$ cat src/hdl/c3v_pkg.sv
// c3v_pkg: types, widths and register codes shared by the 3x3 convolution block
// no dependencies; compiled before every other file of the block

package c3v_pkg;

    localparam int PIX_W          = 8;
    localparam int PROD_W         = 16;
    localparam int ACC_W          = 20;
    localparam int SUM_W          = 19;
    localparam int KSIZE          = 3;
    localparam int TAPS           = KSIZE * KSIZE;
    localparam int KROW_W         = KSIZE * PIX_W;
    localparam int SIZE_W         = 11;
    localparam int CFG_IDX_W      = 3;
    localparam int CFG_DATA_W     = 24;
    localparam int MIN_SIZE       = 3;
    localparam int FIRST_OUT      = 2;
    localparam int MAX_WIDTH_DEF  = 1024;
    localparam int MAX_HEIGHT_DEF = 1024;

    typedef logic signed [PIX_W-1:0]  pixel_t;
    typedef logic signed [PROD_W-1:0] prod_t;
    typedef logic signed [ACC_W-1:0]  acc_t;
    typedef logic signed [SUM_W-1:0]  sum_t;
    typedef logic [KROW_W-1:0]        krow_t;
    typedef logic [KSIZE-1:0][KROW_W-1:0] kernel_t;
    typedef logic [TAPS-1:0][PIX_W-1:0]   window_t;

    typedef enum logic [CFG_IDX_W-1:0] {
        CFG_IMAGE_WIDTH    = 3'd0,
        CFG_IMAGE_HEIGHT   = 3'd1,
        CFG_KERNEL_ROW_TOP = 3'd2,
        CFG_KERNEL_ROW_MID = 3'd3,
        CFG_KERNEL_ROW_BOT = 3'd4
    } cfg_idx_e;

    // new column entering the window
    typedef struct packed {
        logic   shift;
        pixel_t col_top;
        pixel_t col_mid;
        pixel_t col_bot;
    } win_upd_t;

    // item leaving the window stage towards the multipliers
    typedef struct packed {
        logic valid;
        logic last;
    } mac_req_t;

endpackage

$ cat src/hdl/c3v_stream_if.sv


interface c3v_result_if;
    import c3v_pkg::*;

    logic valid;
    logic ready;
    sum_t conv_sum;
    logic frame_last;

    modport source (output valid, output conv_sum, output frame_last, input ready);
    modport sink (input valid, input conv_sum, input frame_last, output ready);
endinterface

$ cat src/hdl/c3v_mac.sv
// c3v_mac: nine weight-times-pixel products, then their sum into the output register
// depends on c3v_pkg and c3v_stream_if

module c3v_mac (
    input  logic              clk,
    input  logic              rst_n,
    input  c3v_pkg::mac_req_t req,
    output logic              req_ready,
    input  c3v_pkg::window_t  win,
    input  c3v_pkg::kernel_t  kernel,
    c3v_result_if.source      res
);
    import c3v_pkg::*;

    logic             s2_valid_reg, s2_valid_next;
    logic             s2_last_reg;
    logic             s3_valid_reg, s3_valid_next;
    logic             s3_last_reg;
    prod_t [TAPS-1:0] prod_reg;
    prod_t [TAPS-1:0] prod_next;
    logic             out_valid_reg, out_valid_next;
    logic             out_last_reg;
    sum_t             out_sum_reg;
    acc_t             acc_next;
    logic             out_free;
    logic             s3_free;
    pixel_t           wt;
    pixel_t           px;

    assign out_free  = !out_valid_reg || res.ready;
    assign s3_free   = !s3_valid_reg || out_free;
    assign req_ready = !s2_valid_reg || s3_free;

    always_comb
    begin
        for (int k = 0; k < KSIZE; k++)
        begin
            for (int q = 0; q < KSIZE; q++)
            begin
                wt = kernel[k][PIX_W * q +: PIX_W];
                px = win[k * KSIZE + q];
                prod_next[k * KSIZE + q] = PROD_W'(wt) * PROD_W'(px);
            end
        end
    end

    always_comb
    begin
        acc_next = '0;
        for (int i = 0; i < TAPS; i++)
        begin
            acc_next = acc_next + ACC_W'(prod_reg[i]);
        end
    end

    assign s2_valid_next  = req_ready ? req.valid : s2_valid_reg;
    assign s3_valid_next  = s3_free ? s2_valid_reg : s3_valid_reg;
    assign out_valid_next = out_free ? s3_valid_reg : out_valid_reg;

    always_ff @(posedge clk or negedge rst_n)
    begin
        if (!rst_n)
        begin
            s2_valid_reg  <= 1'b0;
            s3_valid_reg  <= 1'b0;
            out_valid_reg <= 1'b0;
        end
        else
        begin
            s2_valid_reg  <= s2_valid_next;
            s3_valid_reg  <= s3_valid_next;
            out_valid_reg <= out_valid_next;
        end
    end

    always_ff @(posedge clk)
    begin
        if (req_ready && req.valid)
        begin
            s2_last_reg <= req.last;
        end
        if (s3_free && s2_valid_reg)
        begin
            prod_reg    <= prod_next;
            s3_last_reg <= s2_last_reg;
        end
        if (out_free && s3_valid_reg)
        begin
            out_sum_reg  <= acc_next[SUM_W-1:0];
            out_last_reg <= s3_last_reg;
        end
    end

    assign res.valid      = out_valid_reg;
    assign res.conv_sum   = out_sum_reg;
    assign res.frame_last = out_last_reg;

endmodule

$ cat src/flat_wrapper.sv
// flat-port wrapper written by rule: the top's interface ports become plain ports
module c3v_mac_flat import c3v_pkg::*;
  (clk, rst_n, req, req_ready, win, kernel, res_valid, res_conv_sum, res_frame_last, res_ready);
  c3v_result_if res_i ();
  input  logic clk;
  input  logic rst_n;
  input  c3v_pkg::mac_req_t req;
  output logic req_ready;
  input  c3v_pkg::window_t win;
  input  c3v_pkg::kernel_t kernel;
  output wire logic [$bits(res_i.valid)-1:0] res_valid;
  output wire logic [$bits(res_i.conv_sum)-1:0] res_conv_sum;
  output wire logic [$bits(res_i.frame_last)-1:0] res_frame_last;
  input wire logic [$bits(res_i.ready)-1:0] res_ready;
  assign res_valid = res_i.valid;
  assign res_conv_sum = res_i.conv_sum;
  assign res_frame_last = res_i.frame_last;
  assign res_i.ready = res_ready;
  c3v_mac u_core (.clk(clk), .rst_n(rst_n), .req(req), .req_ready(req_ready), .win(win), .kernel(kernel), .res(res_i));
endmodule
$ cat config.mk
export PLATFORM = sky130hd
export DESIGN_NAME = c3v_mac_flat
export DESIGN_NICKNAME = d
export VERILOG_FILES = /design/src/hdl/c3v_pkg.sv /design/src/hdl/c3v_stream_if.sv /design/src/hdl/c3v_mac.sv /design/src/flat_wrapper.sv
export SDC_FILE = /design/constraint.sdc
export NUM_CORES = 2
export LEC_CHECK = 0
export ABC_AREA = 1
export BUFFER_PORTS_ARGS = -buffer_cell sky130_fd_sc_hd__buf_4
export CAP_MARGIN = 25
export CORE_ASPECT_RATIO = 0.6
export CORE_MARGIN = 5
export CORE_UTILIZATION = 60
export CTS_BUF_LIST = sky130_fd_sc_hd__clkbuf_16
export DETAILED_ROUTE_END_ITERATION = 12
export PLACE_DENSITY = 0.89
export SYNTH_ARGS = -nofsm -noshare
export SYNTH_HDL_FRONTEND = slang
export SYNTH_SLANG_ARGS = --single-unit
$ cat constraint.sdc
create_clock -name clk -period 6.39 [get_ports clk]
set_input_delay 1.917 -clock clk [delete_from_list [all_inputs] [get_ports clk]]
set_output_delay 1.917 -clock clk [all_outputs]
set_load 0.05 [all_outputs]
---- After elaboration in Yosys (flattened, before gate mapping) ----
Index checks and enable logic that the tools add are counted.
word-level totals
  bits of input ports ..................... 149
  output and inout port bits .............. 22
  register bits ........................... 169
  word-level logic and storage cells ...... 42
operators by class
  multiply operators ...................... 9
  add/subtract/negate cells ............... 8
  reduce and logical (&&, ||, !) cells .... 9
operators by type and width
  cell               count
  $mul 8x8->16       9
  $add 19x16->19     6
  $add 17x16->18     1
  $add 16x16->17     1
  $logic_and 1x1->1  3
  $logic_not 1->1    3
  $logic_or 1x1->1   3

---- Logic depth before layout (Yosys ltp) ----
  word-level depth ........................ 8
  gate-level depth with buffers ........... 28

---- Worst setup path before layout ----
No wires, ideal clock.
  path type ............................... input port to flip-flop
  start point ............................. input port kernel[39] (netlist bit)
  end point ............................... register u_core.prod_reg[79] (netlist bit), data pin
  slack ................................... 736 ps
  library setup time ...................... 252 ps
  stages on the path ...................... 21
  arrival time ............................ 5402 ps
  buffers on the path ..................... 1
  path through ............................ clkbuf_1 -> nand2_1 -> inv_1 -> fa_1 -> inv_1 -> fa_1 -> inv_1 -> fa_1 -> inv_1 -> fa_1 -> inv_1 -> ha_1 -> nand2_1 -> nand2_1 -> inv_1 -> o21a_1 -> nand2_1 -> nor2_1 -> inv_1 -> nand2_1 -> nand2_1
RTL lines
  what                    line                RTL
  start: declaration      flat_wrapper.sv:10  input c3v_pkg::kernel_t kernel;
  end signal: assignment  c3v_mac.sv:84       prod_reg <= prod_next;
  end: declaration        c3v_mac.sv:19       prod_t [TAPS-1:0] prod_reg;

---- Worst setup path after layout ----
  start point ............................. register u_core.prod_reg[17] (netlist bit)
  end point ............................... register u_core.out_sum_reg[18], in the netlist u_core.res.conv_sum[18], data pin
between the ends
  word-level cells in the longest chain between the ends .. 8
ends and longest elaborated chain
  what                           line           RTL
  $add 16x16->17                 c3v_mac.sv:52  acc_next = acc_next + ACC_W'(prod_reg[i]);
  $add 17x16->18                 c3v_mac.sv:52
  $add 19x16->19 (6 in a row)    c3v_mac.sv:52
  named net u_core.acc_next[18]  c3v_mac.sv:24  acc_t acc_next;
  end signal: assignment         c3v_mac.sv:89  out_sum_reg <= acc_next[SUM_W-1:0];
  end: declaration               c3v_mac.sv:23  sum_t out_sum_reg;
The timed path passes the listed nets, and every way through them passes these cells.
A chain may end at the register's enable or synchronous reset.

==> impl_metrics.json <==
{
  "max_cap_viol_count": 0,
  "fmax_mhz": 169.9,
  "cts_post_setup_buffers_inserted": 0,
  "timing.final.crit_share_pct": 92.14,
  "postCtsHoldBufs": 0,
  "num-fill-cells": 4353,
  "critical_path_class": "flop to flop",
  "hold_path.class": "flop to flop",
  "netlist_instances": 3971,
  "h-tree-depth": 4,
  "commonest_non_fill_non_tap_cell_in_the_layout": "inv_1",
  "total_vias_in_the_final_route": 24780,
  "drtAntennaViolNets": 0,
  "placed_cell_area_um2": 34750,
  "finalClockSkew_ps": 18.64,
  "synth_enable_flop_cells": 166,
  "cts_sinks": 169,
  "cp.arrival_ps": 6100,
  "inst_count_dp": 4723,
  "ys.flop_type": "edfxtp_1",
  "net_count_final": 5071,
  "largest_net_degree_at_the_start_of_global_routing": 102,
  "cp-start-kind": "flop",
  "fin_setup_tns_ps": 0,
  "run_status": "complete, no violations",
  "critical_path.max_fanout": 5,
  "clock_latency_ps": 460,
  "gr-usage-all-layers_pct": 26.12,
  "buffer_ports.inserted": 170,
  "ys_ff_latch": 169,
  "layout-drive-gt1-share_pct": 6.954,
  "floorplan.rows": 66,
  "detail_route.drc_violations": 0,
  "end_kind": "flop",
  "io_pins": 171,
  "globalplace.congestion": 0.9737,
  "buffer_cell_driving_the_clock_tree_root": "clkbuf_16",
  "die_w_um": 313.0,
  "maxSlewViolCount": 0,
  "post-dp-hpwl_mm": 65.40,
  "synthToLayoutAreaGrowth_pct": 6.929,
  "drt_wl_total_mm": 75.29,
  "wire_per_inst_um": 15.83,
  "global_route_wire_length_before_repair_mm": 127.4,
  "final_util_pct": 65.03,
  "synth.yosys.warnings": 0,
  "routed_via_density": 5.211,
  "die_area_um2": 60020,
  "fin_cells": 4756,
  "fraction_of_the_yosys_area_taken_by_sequential_cells_pct": 15.31,
  "critPathRequiredTime_ps": 6600,
  "clock_tree.buffer_depth": 2,
  "rsz_0062_raised_after_global_routing": "no",
  "setup_viol": 0,
  "stdcell_area_um2": 35330,
  "tightest_slew_ps": 982.6,
  "min_period_ps": 5887,
  "synthesized_nets": 5014,
  "detailedRoute.firstPassIterationCount": 6,
  "placeableCoreArea_um2": 54340,
  "flip_flop_count_of_the_largest_register_after_layout": 144,
  "clk_pin_slew_worst_paths_ps": 70,
  "grt_ovf": 0,
  "synth.avg_cell_area_um2": 8.321,
  "antenna_violations_before_repair": 0,
  "async_flop_share_pct": 1.775,
  "tritoncts": "built",
  "highest_count_cells_in_the_layout_ignoring_fill_and_taps": "inv_1, nand2_1, fa_1",
  "dr.first_iter.drc_count": 2445,
  "cts_buffers": 17,
  "syn-cell-area_um2": 33040,
  "hold_violations": 0,
  "initial_core_util_pct": 60.81,
  "count_of_distinct_cell_types_in_the_synthesized_netlist": 30,
  "cts-resized-gates": 0,
  "slew_headroom_pct": 34.50,
  "floorplan.die.height_um": 191.8,
  "grt_pass1_vias": 25420
}
==> cells in the mapped netlist, types with 2 or more instances <==
cell type	number	area share (%)
inv_1	1206	14
nor2_1	83	0.94
o21ai_1	3	0.045
edfxtp_1	166	15
ha_1	297	11
xnor2_1	49	1.3
nor4_1	3	0.057
nor3_1	10	0.15
a21o_1	7	0.16
a31oi_1	11	0.21
nand3b_1	18	0.41
fa_1	597	36
o21bai_1	13	0.30
or2_2	59	1.1
nand2_2	4	0.076
a21oi_1	89	1.3
xor2_1	77	2.0
nand3_2	2	0.061
o21a_1	2	0.045
o21ai_2	7	0.19
nand4_1	12	0.23
o21ai_0	58	0.88
clkbuf_1	135	1.5
nand2_1	946	11
dfrtp_1	3	0.23
nand3_1	110	1.7
==> layer usage <==
metal	GRT usage [%]	share of wire [%]	up-vias	routed length [um]
met5	0	0	-	0
met4	4.163	1.5	0	1114
li1	-	-	11590	-
met3	5.521	10	107	7496
met1	40.26	45	11970	34220
met2	39.14	43	1124	32450
==> cell type report <==
class	instances	area (um2)	share of cell area, %
clock inverter	15	160.2	0.4533
antenna	1	2.502	0.007082
inverter	1206	4532	12.83
tap	714	893.4	2.528
timing repair buffer	173	1306	3.697
multi-input combinational	2461	22950	64.96
clock buffer	17	425.4	1.204
sequential	169	5060	14.32
==> worst max-delay path, stage by stage, from the launching register on <==
cell	delay [ps]
edfxtp_1	370
inv_1	90
fa_1	410
inv_1	60
ha_1	180
inv_1	90
fa_1	480
o21ai_2	250
nand2_1	90
nand2_1	130
nand2_1	90
nand3_1	70
nand2_1	80
fa_1	530
inv_1	80
fa_1	510
fa_1	440
fa_1	490
inv_1	50
ha_1	370
a21oi_1	260
nand2_1	120
nor2_1	200
nand3_1	100
nand2_1	70
nand2_1	50
==> logic make-up (layout without fill, tap and decap cells) <==
logic type               after synthesis  after routing  synth area share (%)
AO/OA/AOI/OAI                        190            190                 3.165
other                                  0              1                     0
buffers and inverters               1341           1411                 15.23
AND/OR/NAND/NOR                     1251           1251                 15.54
XOR/XNOR                             126            126                 3.340
flip-flops                           169            169                 15.31
adder cells (fa/ha/maj)              894            894                 47.41
==> worst paths after layout <==
check	startpoint	slack, ps	to	cells past startpoint
min in group asynchronous	rst_n	1240	u_core.res.valid	1
max in group asynchronous	rst_n	5060	u_core.s2_valid_reg	1
hold reg to reg	u_core.s2_last_reg	420	u_core.s3_last_reg	0
setup reg to reg	u_core.prod_reg[17]	500	u_core.res.conv_sum[18]	25
hold / removal	u_core.s2_last_reg	420	u_core.s3_last_reg	0
setup / recovery	u_core.prod_reg[17]	500	u_core.res.conv_sum[18]	25
==> metrics by stage <==
stage / setup slack [ps] / hold slack (ps)
global route: 204.4 / 440.5
floorplan: 735.6 / 400.3
finish: 502.5 / 422.0
global placement: 450.8 / 404.6
detailed placement: 371.1 / 407.5
CTS: 587.9 / 424.7
Power is not shown: default switching activity piles up to over one toggle a cycle in this logic, so the estimate is an artifact.
