[src/hdl/c3v_pkg.sv]
// c3v_pkg: types, widths and register codes shared by the 3x3 convolution block
// no dependencies; compiled before every other file of the block

package c3v_pkg;

    localparam int PIX_W          = 8;
    localparam int PROD_W         = 16;
    localparam int ACC_W          = 20;
    localparam int SUM_W          = 19;
    localparam int KSIZE          = 3;
    localparam int TAPS           = KSIZE * KSIZE;
    localparam int KROW_W         = KSIZE * PIX_W;
    localparam int SIZE_W         = 11;
    localparam int CFG_IDX_W      = 3;
    localparam int CFG_DATA_W     = 24;
    localparam int MIN_SIZE       = 3;
    localparam int FIRST_OUT      = 2;
    localparam int MAX_WIDTH_DEF  = 1024;
    localparam int MAX_HEIGHT_DEF = 1024;

    typedef logic signed [PIX_W-1:0]  pixel_t;
    typedef logic signed [PROD_W-1:0] prod_t;
    typedef logic signed [ACC_W-1:0]  acc_t;
    typedef logic signed [SUM_W-1:0]  sum_t;
    typedef logic [KROW_W-1:0]        krow_t;
    typedef logic [KSIZE-1:0][KROW_W-1:0] kernel_t;
    typedef logic [TAPS-1:0][PIX_W-1:0]   window_t;

    typedef enum logic [CFG_IDX_W-1:0] {
        CFG_IMAGE_WIDTH    = 3'd0,
        CFG_IMAGE_HEIGHT   = 3'd1,
        CFG_KERNEL_ROW_TOP = 3'd2,
        CFG_KERNEL_ROW_MID = 3'd3,
        CFG_KERNEL_ROW_BOT = 3'd4
    } cfg_idx_e;

    // new column entering the window
    typedef struct packed {
        logic   shift;
        pixel_t col_top;
        pixel_t col_mid;
        pixel_t col_bot;
    } win_upd_t;

    // item leaving the window stage towards the multipliers
    typedef struct packed {
        logic valid;
        logic last;
    } mac_req_t;

endpackage

[src/hdl/c3v_window.sv]
// c3v_window: 3x3 pixel window, shifted left by one column per pixel
// depends on c3v_pkg

module c3v_window (
    input  logic              clk,
    input  logic              rst_n,
    input  c3v_pkg::win_upd_t upd,
    output c3v_pkg::window_t  win
);
    import c3v_pkg::*;

    window_t win_reg;
    window_t win_next;

    always_comb
    begin
        win_next = win_reg;
        if (upd.shift)
        begin
            for (int k = 0; k < KSIZE; k++)
            begin
                for (int q = 0; q < KSIZE - 1; q++)
                begin
                    win_next[k * KSIZE + q] = win_reg[k * KSIZE + q + 1];
                end
            end
            win_next[KSIZE - 1]         = upd.col_top;
            win_next[2 * KSIZE - 1]     = upd.col_mid;
            win_next[KSIZE * KSIZE - 1] = upd.col_bot;
        end
    end

    always_ff @(posedge clk or negedge rst_n)
    begin
        if (!rst_n)
        begin
            win_reg <= '0;
        end
        else
        begin
            win_reg <= win_next;
        end
    end

    assign win = win_reg;

endmodule

[config.mk]
export PLATFORM = sky130hd
export DESIGN_NAME = c3v_window
export DESIGN_NICKNAME = d
export VERILOG_FILES = /design/src/hdl/c3v_pkg.sv /design/src/hdl/c3v_window.sv
export SDC_FILE = /design/constraint.sdc
export NUM_CORES = 1
export LEC_CHECK = 0
export ABC_CLOCK_PERIOD_IN_PS = 900
export BUFFER_PORTS_ARGS = -buffer_cell sky130_fd_sc_hd__buf_2
export CORE_ASPECT_RATIO = 1.75
export CORE_UTILIZATION = 50
export DETAILED_ROUTE_END_ITERATION = 12
export HOLD_SLACK_MARGIN = 0.05
export PLACE_DENSITY = 0.84
export SETUP_SLACK_MARGIN = 0.4
export SLEW_MARGIN = 0
export SYNTH_ARGS = -nofsm -noshare
export SYNTH_HDL_FRONTEND = slang
export SYNTH_SLANG_ARGS = --single-unit
[constraint.sdc]
create_clock -name clk -period 0.9 [get_ports clk]
set_input_delay 0.045 -clock clk [delete_from_list [all_inputs] [get_ports clk]]
set_output_delay 0.045 -clock clk [all_outputs]
set_load 0.05 [all_outputs]
### Word level (Yosys, flattened, before mapping)

Index checks and enable logic that the tools add are counted.
W data, S select, Z words.

| word-level totals | value |
|---|---|
| logic and storage cells | 9 |
| output and inout bits | 72 |
| input port bits | 27 |
| register bits | 72 |

### Longest topological paths before layout

Gate-level depths: netlist of the first run.

| logic depth | value |
|---|---|
| depth after elaboration | 0 |
| depth in mapped cells | 3 |
| mapped depth without buffers | 1 |

### Worst setup path after synthesis of the first run

OpenSTA, ideal clock, no wires.

| timing | value |
|---|---|
| kind | register -> register |
| from | reg win[10] (netlist name) |
| to | reg win_reg, in the netlist win[10] |
| setup slack | -0.106 ns |
| path buffers | 0 |
| clock period less this slack | 1.006 ns |
| data arrival time | 0.880 ns |
| stages on the path, launching flop included | 2 |
| library setup time | 0.125 ns |
| required time | 0.775 ns |
| path through | dfrtp_1 > mux2_4 |

RTL lines:

| item | line | source |
|---|---|---|
| end signal: assignment | c3v_window.sv:41 | `win_reg <= win_next;` |
| end: declaration | c3v_window.sv:12 | `window_t win_reg;` |

### Worst setup path in the final report of the first run

| timing | value |
|---|---|
| from | reg win_reg, in the netlist win[69] |
| to | out win[69] in the netlist's numbering |

RTL lines:

| item | line | source |
|---|---|---|
| end: declaration | c3v_window.sv:8 | `output c3v_pkg::window_t win` |

No word-level cell between the ends.

==> reports/qor.csv, run 1 <==
stage,metric,value,unit
cells_and_area,drive_above_1_share,100,%
global_routing,grt_pass1_wl,11300,um
cells_and_area,fin_util,83.3,%
sta,rsz0062_at_grt,yes,
floorplanning,fp.dieArea,0.00638,mm^2
route,via_per_inst,4.86,
cells_and_area,layout.area.seq,0.00189,mm^2
route,vias,1919,
route,wl,7710,um
sta,worst_hold_slack,-0.278,ns
floorplanning,ios,99,
placement,place_worst_setup_slack,0.00362,ns
setup_path,crit_path_max_incr_delay,0.44,ns
logic_synthesis,synth-seq-cells,72,
setup_path,path_max_fanout,3,
cells_and_area,largest_reg_flops,72,
logic_synthesis,syn_area_per_cell,19.9,um^2
pwr,vdd_drop_max,1.58,mV
cells_and_area,area_delta_synth_final,61.9,%
logic_synthesis,syn_area,0.00303,mm^2
cells_and_area,multi_input_area,0.00108,mm^2
global_routing,overflow,0,
sta,fin_crit_sh,110,%
pwr,pwr-share-seq,37.0,%
sta,fin_setup_tns,-6.43,ns
sta,worst_slew_pin_slew,0.375,ns
cells_and_area,fin_cells,395,
setup_path,cp.required,0.85,ns
floorplanning,start_util,51.5,%
floorplanning,core_area,0.00588,mm^2
global_routing,grt_max_degree,73,
setup_path,ff2ff_path_depth,2,
pwr,pwr-share-comb,41.1,%
logic_synthesis,syn_inst,152,
setup_path,startpoint_type,flip-flop,
logic_synthesis,yosysUniqueCellTypes,5,
floorplanning,rows,37,
placement,io_buffers,98,
global_routing,grt_pass1_vias,2116,
sta,post-route-min-period,0.994,ns
setup_path,worst-path-buf-inv,1,
clock_network,cts-root-buf,clkbuf_8,
job,max-cap-violations,0,
pwr,switchingPower,4.19,mW
clock_network,path_clk_slew,0.07,ns
placement,placed_cells,326,
clock_network,cts_max_level,3,
logic_synthesis,yosysWarnings,0,
cells_and_area,stdcell_area,0.00490,mm^2
pwr,sw_frac_of_total,36.0,%
outcome,outcome,"finished, violations left",
sta,setup_viol,136,
setup_path,crit_path_cell_trace,buf_6,
pwr,p_leak,2.37,nW
clock_network,cts_sinks,72,
setup_path,cp_top_family,flip-flops,
setup_path,path_depth,1,
floorplanning,dieHeight,105,um
logic_synthesis,synth_top_area_share,59.5,%
clock_network,clockBufferDepth,2,
route,avgRoutedWirePerCell,19.5,um
placement,hpwl,3710,um
route,ant_nets,0,
clock_network,cts_tree,yes,
sta,slew_headroom,75.0,%
global_routing,antenna_found_initial,0,
pwr,p_int,7.44,mW
cells_and_area,n_fill_cell,296,
min_path,worst_hold_path_type,primary input to asynchronous set/reset pin,
placement,post_dp_cell_area,0.00364,mm^2
clock_network,clk_latency,0.35,ns
pwr,clkPwrFrac,21.9,%
route,first_pass_iters,4,
setup_path,crit_type,flip-flop to output port,
sta,skew,0.00919,ns
logic_synthesis,yosysSeqAreaShare,59.5,%
setup_path,worstPathArrival,0.95,ns
setup_path,critPathCaptureType,output port,
sta,hold_violations,96,
pwr,power_density,2370,mW/mm^2
sta,maxSlewViolCount,0,
sta,setup_ws,-0.0942,ns
route,initialDrtViolationCount,49,
setup_path,critPathSlowestCell,dfrtp_2,
logic_synthesis,synth_fp_nets,179,
logic_synthesis,ys_top_cells_by_area,"dfrtp_1, mux2_4, buf_12",
logic_synthesis,synth_area_leader_cell,dfrtp_1,
clock_network,numCtsBuffers,9,
cells_and_area,diodes,0,
outcome,violations,"hold timing, setup timing",
global_routing,track_usage,25.5,%
sta,fmax,1.01,GHz
floorplanning,die_x,60.8,um
route,drc,0,
cells_and_area,final_nets,339,
placement,finalWeightedCongestion,0.734,
[cells in the mapped netlist]
cell type	instances
buf_12	7
buf_6	1
dfrtp_1	72
mux2_2	2
mux2_4	70
[stage by stage]
stage | total power, mW | hold slack (ns)
after global routing | 12.0 | -0.255
after global placement | 7.48 | 0.0965
final | 11.6 | -0.278
after detailed placement | 7.56 | 0.0984
after CTS | 11.4 | -0.274
after floorplan | 6.80 | -0.251
[final timing paths]
path | from | to | slack [ns]
max in group asynchronous | rst_n | win[43] | 0.86
hold / removal | rst_n | win[12] | -0.28
setup / recovery | win[69] | win[69] | -0.09
min in group clk | upd[12] | win[44] | -0.08
setup reg to reg | win[11] | win[11] | -0.05
hold reg to reg | win[6] | win[6] | 0.54
[metal layers]
layer  vias up  global-route usage [%]  wire length (um)  share of wire [%]
met5         -                       0                 0                  0
met3        14                    6.93               290                3.8
met1       991                    28.8              2930                 38
met2        66                    43.3              4320                 56
li1        848                       -                 -                  -
met4         0                    10.9               169                2.2
[layout make-up]
| class | instances | share of cell area (%) |
|---|---|---|
| Clock inverter | 2 | 0.204 |
| Clock buffer | 14 | 3.93 |
| Multi-Input combinational cell | 72 | 22.1 |
| Tap cell | 78 | 1.99 |
| Timing Repair Buffer | 157 | 33.2 |
| Sequential cell | 72 | 38.6 |
[power by group through the flow]
| stage | Sequential [mW] | Combinational, mW | Clock, mW |
|---|---|---|---|
| global placement | 4.19 | 3.29 | 0 |
| finish | 4.30 | 4.78 | 2.55 |
| detailed placement | 4.21 | 3.34 | 0 |
| global route | 4.34 | 4.94 | 2.70 |
| floorplan | 5.91 | 0.893 | 0 |
| CTS | 4.25 | 4.63 | 2.56 |
[kinds of logic after synthesis]
group	synth area share (%)
flip-flops	59.5
multiplexers	35.5
buffers and inverters	5.00
[what timing repair did]
action                                 CTS  global route
setup buffers                           49             4
gates cloned                             0             0
setup endpoints to repair              144           144
endpoints found under the hold margin   96            96
resized for setup                      193             6
[placed cells by master, fill, tap and decap left out]
cell type / netlist / final
clkbuf_8: 0 / 14
dfrtp_2: 0 / 72
buf_8: 0 / 2
buf_4: 0 / 5
clkinv_2: 0 / 2
buf_6: 1 / 122
mux2_4: 70 / 72
buf_12: 7 / 3
buf_2: 0 / 25
(Power assumes the default switching activity.)
==> run 2, diff against run 1 <==
--- a/config.mk
+++ b/config.mk
@@ -10,9 +10,11 @@
 export CORE_ASPECT_RATIO = 1.75
 export CORE_UTILIZATION = 50
 export DETAILED_ROUTE_END_ITERATION = 12
+export GPL_TIMING_DRIVEN = 0
 export HOLD_SLACK_MARGIN = 0.05
 export PLACE_DENSITY = 0.84
 export SETUP_SLACK_MARGIN = 0.4
+export SKIP_CTS_REPAIR_TIMING = 1
 export SLEW_MARGIN = 0
 export SYNTH_ARGS = -nofsm -noshare
 export SYNTH_HDL_FRONTEND = slang
==> run 2 against run 1 <==
- the flow still finishes with violations (hold timing, setup timing)
- critical path type unchanged
- design area shrank 6.1%
- clock skew is 0.0062 ns lower
- setup slack better by 0.0023 ns
- clock-buffer cell count is the same
- power down 6.0%
- first-iteration DRC count rose by 63%
- via count shrank 6.8%
==> reports/qor.csv, run 2 (synthesis results as in run 1) <==
stage,metric,value,unit,change
sta,hold_violations,96,,unchanged
route,avgRoutedWirePerCell,18.3,um,was 19.5 um
sta,setup_viol,96,,was 136
setup_path,worstPathArrival,0.95,ns,about the same
global_routing,use_met1,23.2,%,was 28.8%
cells_and_area,mostFrequentLayoutCells,"buf_6, mux2_4, dfrtp_2",,unchanged
route,first_pass_iters,4,,unchanged
floorplanning,core_area,0.00588,mm^2,unchanged
cells_and_area,drive_above_1_share,99.3,%,was 100%
setup_path,startpoint_type,flip-flop,,unchanged
global_routing,grt_pass1_vias,1728,,was 2116
floorplanning,dieHeight,105,um,unchanged
sta,fin_crit_sh,110,%,about the same
route,initialDrtViolationCount,80,,was 49
setup_path,path_max_fanout,3,,unchanged
sta,fin_setup_tns,-5.57,ns,was -6.43 ns
global_routing,grt_max_degree,73,,unchanged
global_routing,track_usage,19.0,%,was 25.5%
floorplanning,ios,99,,unchanged
cells_and_area,diodes,0,,unchanged
global_routing,grtUsageMet2,29.1,%,was 43.3%
global_routing,busiest_layer,met2,,unchanged
pwr,p_leak,2.20,nW,was 2.37 nW
pwr,vdd_drop_max,1.38,mV,was 1.58 mV
placement,hpwl,3870,um,was 3710 um
placement,finalWeightedCongestion,0.714,,was 0.734
sta,fmax,1.01,GHz,about the same
outcome,outcome,"finished, violations left",,unchanged
sta,skew,0.00296,ns,was 0.00919 ns
placement,place_worst_setup_slack,0.0271,ns,was 0.00362 ns
clock_network,numCtsBuffers,9,,unchanged
placement,io_buffers,97,,was 98
global_routing,grt_pass1_wl,8540,um,was 11300 um
clock_network,cts_max_level,3,,unchanged
sta,post-route-min-period,0.992,ns,was 0.994 ns
cells_and_area,final_nets,311,,was 339
setup_path,critPathSlowestCell,dfrtp_2,,unchanged
setup_path,critPathCaptureType,output port,,unchanged
floorplanning,die_x,60.8,um,unchanged
sta,rsz0062_at_grt,yes,,unchanged
global_routing,grt_use_met3,4.33,%,was 6.93%
outcome,violations,"hold timing, setup timing",,unchanged
route,drc,0,,unchanged
floorplanning,fp.dieArea,0.00638,mm^2,unchanged
setup_path,crit_path_cell_trace,buf_6,,unchanged
floorplanning,start_util,51.5,%,unchanged
pwr,power_density,2380,mW/mm^2,was 2370 mW/mm^2
clock_network,clk_latency,0.35,ns,about the same
global_routing,overflow,0,,unchanged
clock_network,clockBufferDepth,2,,unchanged
setup_path,cp.required,0.85,ns,about the same
setup_path,crit_type,flip-flop to output port,,unchanged
cells_and_area,final_common_cell,buf_6,,unchanged
clock_network,cts_tree,yes,,unchanged
cells_and_area,fin_util,78.3,%,was 83.3%
route,vias,1788,,was 1919
cells_and_area,area_delta_synth_final,52.1,%,was 61.9%
job,max-cap-violations,0,,unchanged
clock_network,cts-root-buf,clkbuf_8,,unchanged
cells_and_area,n_fill_cell,319,,was 296
sta,slew_headroom,57.7,%,was 75.0%
sta,worst_slew_pin_slew,0.635,ns,was 0.375 ns
route,wl,6670,um,was 7710 um
sta,setup_ws,-0.0919,ns,was -0.0942 ns
setup_path,cp_top_family,flip-flops,,unchanged
min_path,worst_hold_path_type,primary input to asynchronous set/reset pin,,unchanged
cells_and_area,largest_reg_flops,72,,unchanged
clock_network,path_clk_slew,0.07,ns,about the same
sta,worst_hold_slack,-0.309,ns,was -0.278 ns
route,via_per_inst,4.90,,was 4.86
clock_network,cts_sinks,72,,unchanged
floorplanning,rows,37,,unchanged
sta,maxSlewViolCount,0,,unchanged
setup_path,crit_path_max_incr_delay,0.44,ns,about the same
route,ant_nets,0,,unchanged
global_routing,antenna_found_initial,0,,unchanged
setup_path,worst-path-buf-inv,1,,unchanged
==> run 2: power breakdown <==
| part | leakage (nW) | internal [mW] | switching (mW) |
|---|---|---|---|
| logic | 1.34 | 1.96 | 2.37 |
| clock network | 0.0886 | 1.20 | 1.10 |
| registers | 0.771 | 3.82 | 0.491 |
==> run 2: layout make-up <==
class                      instances  area [um^2]  area share, %
sequential                        72         1890           41.1
timing repair buffer             121         1210           26.3
multi-input combinational         72         1080           23.5
clock buffer                      14          173           3.75
buffer                             8          151           3.29
tap                               78         97.6           2.12
==> run 2: through the flow <==
stage	hold slack, ns	total power [mW]	instance area [um^2]	std cells
after global routing	-0.254	11.3	4600	365
after CTS	-0.153	9.89	3880	341
after detailed placement	0.218	7.59	3710	327
after global placement	0.275	7.51	3700	327
after floorplan	-0.251	6.80	3120	152
final	-0.309	10.9	4600	365
==> run 2: layer usage <==
metal,wire [um],vias up
met4,141,0
met2,3690,61
met5,0,-
met3,227,10
met1,2610,925
li1,-,792
==> run 2: path summary, 6_finish.rpt <==
check                              from      end  slack, ns  cells past startpoint
worst max-delay path            win[35]  win[35]      -0.09                      1
worst min-delay path              rst_n   win[4]      -0.31                      1
worst max register to register  win[36]  win[36]      -0.04                      2
worst min register to register   win[4]   win[4]       0.53                      1
max in group asynchronous         rst_n   win[9]       0.72                      1
min in group clk                 upd[3]  win[67]      -0.08                      2
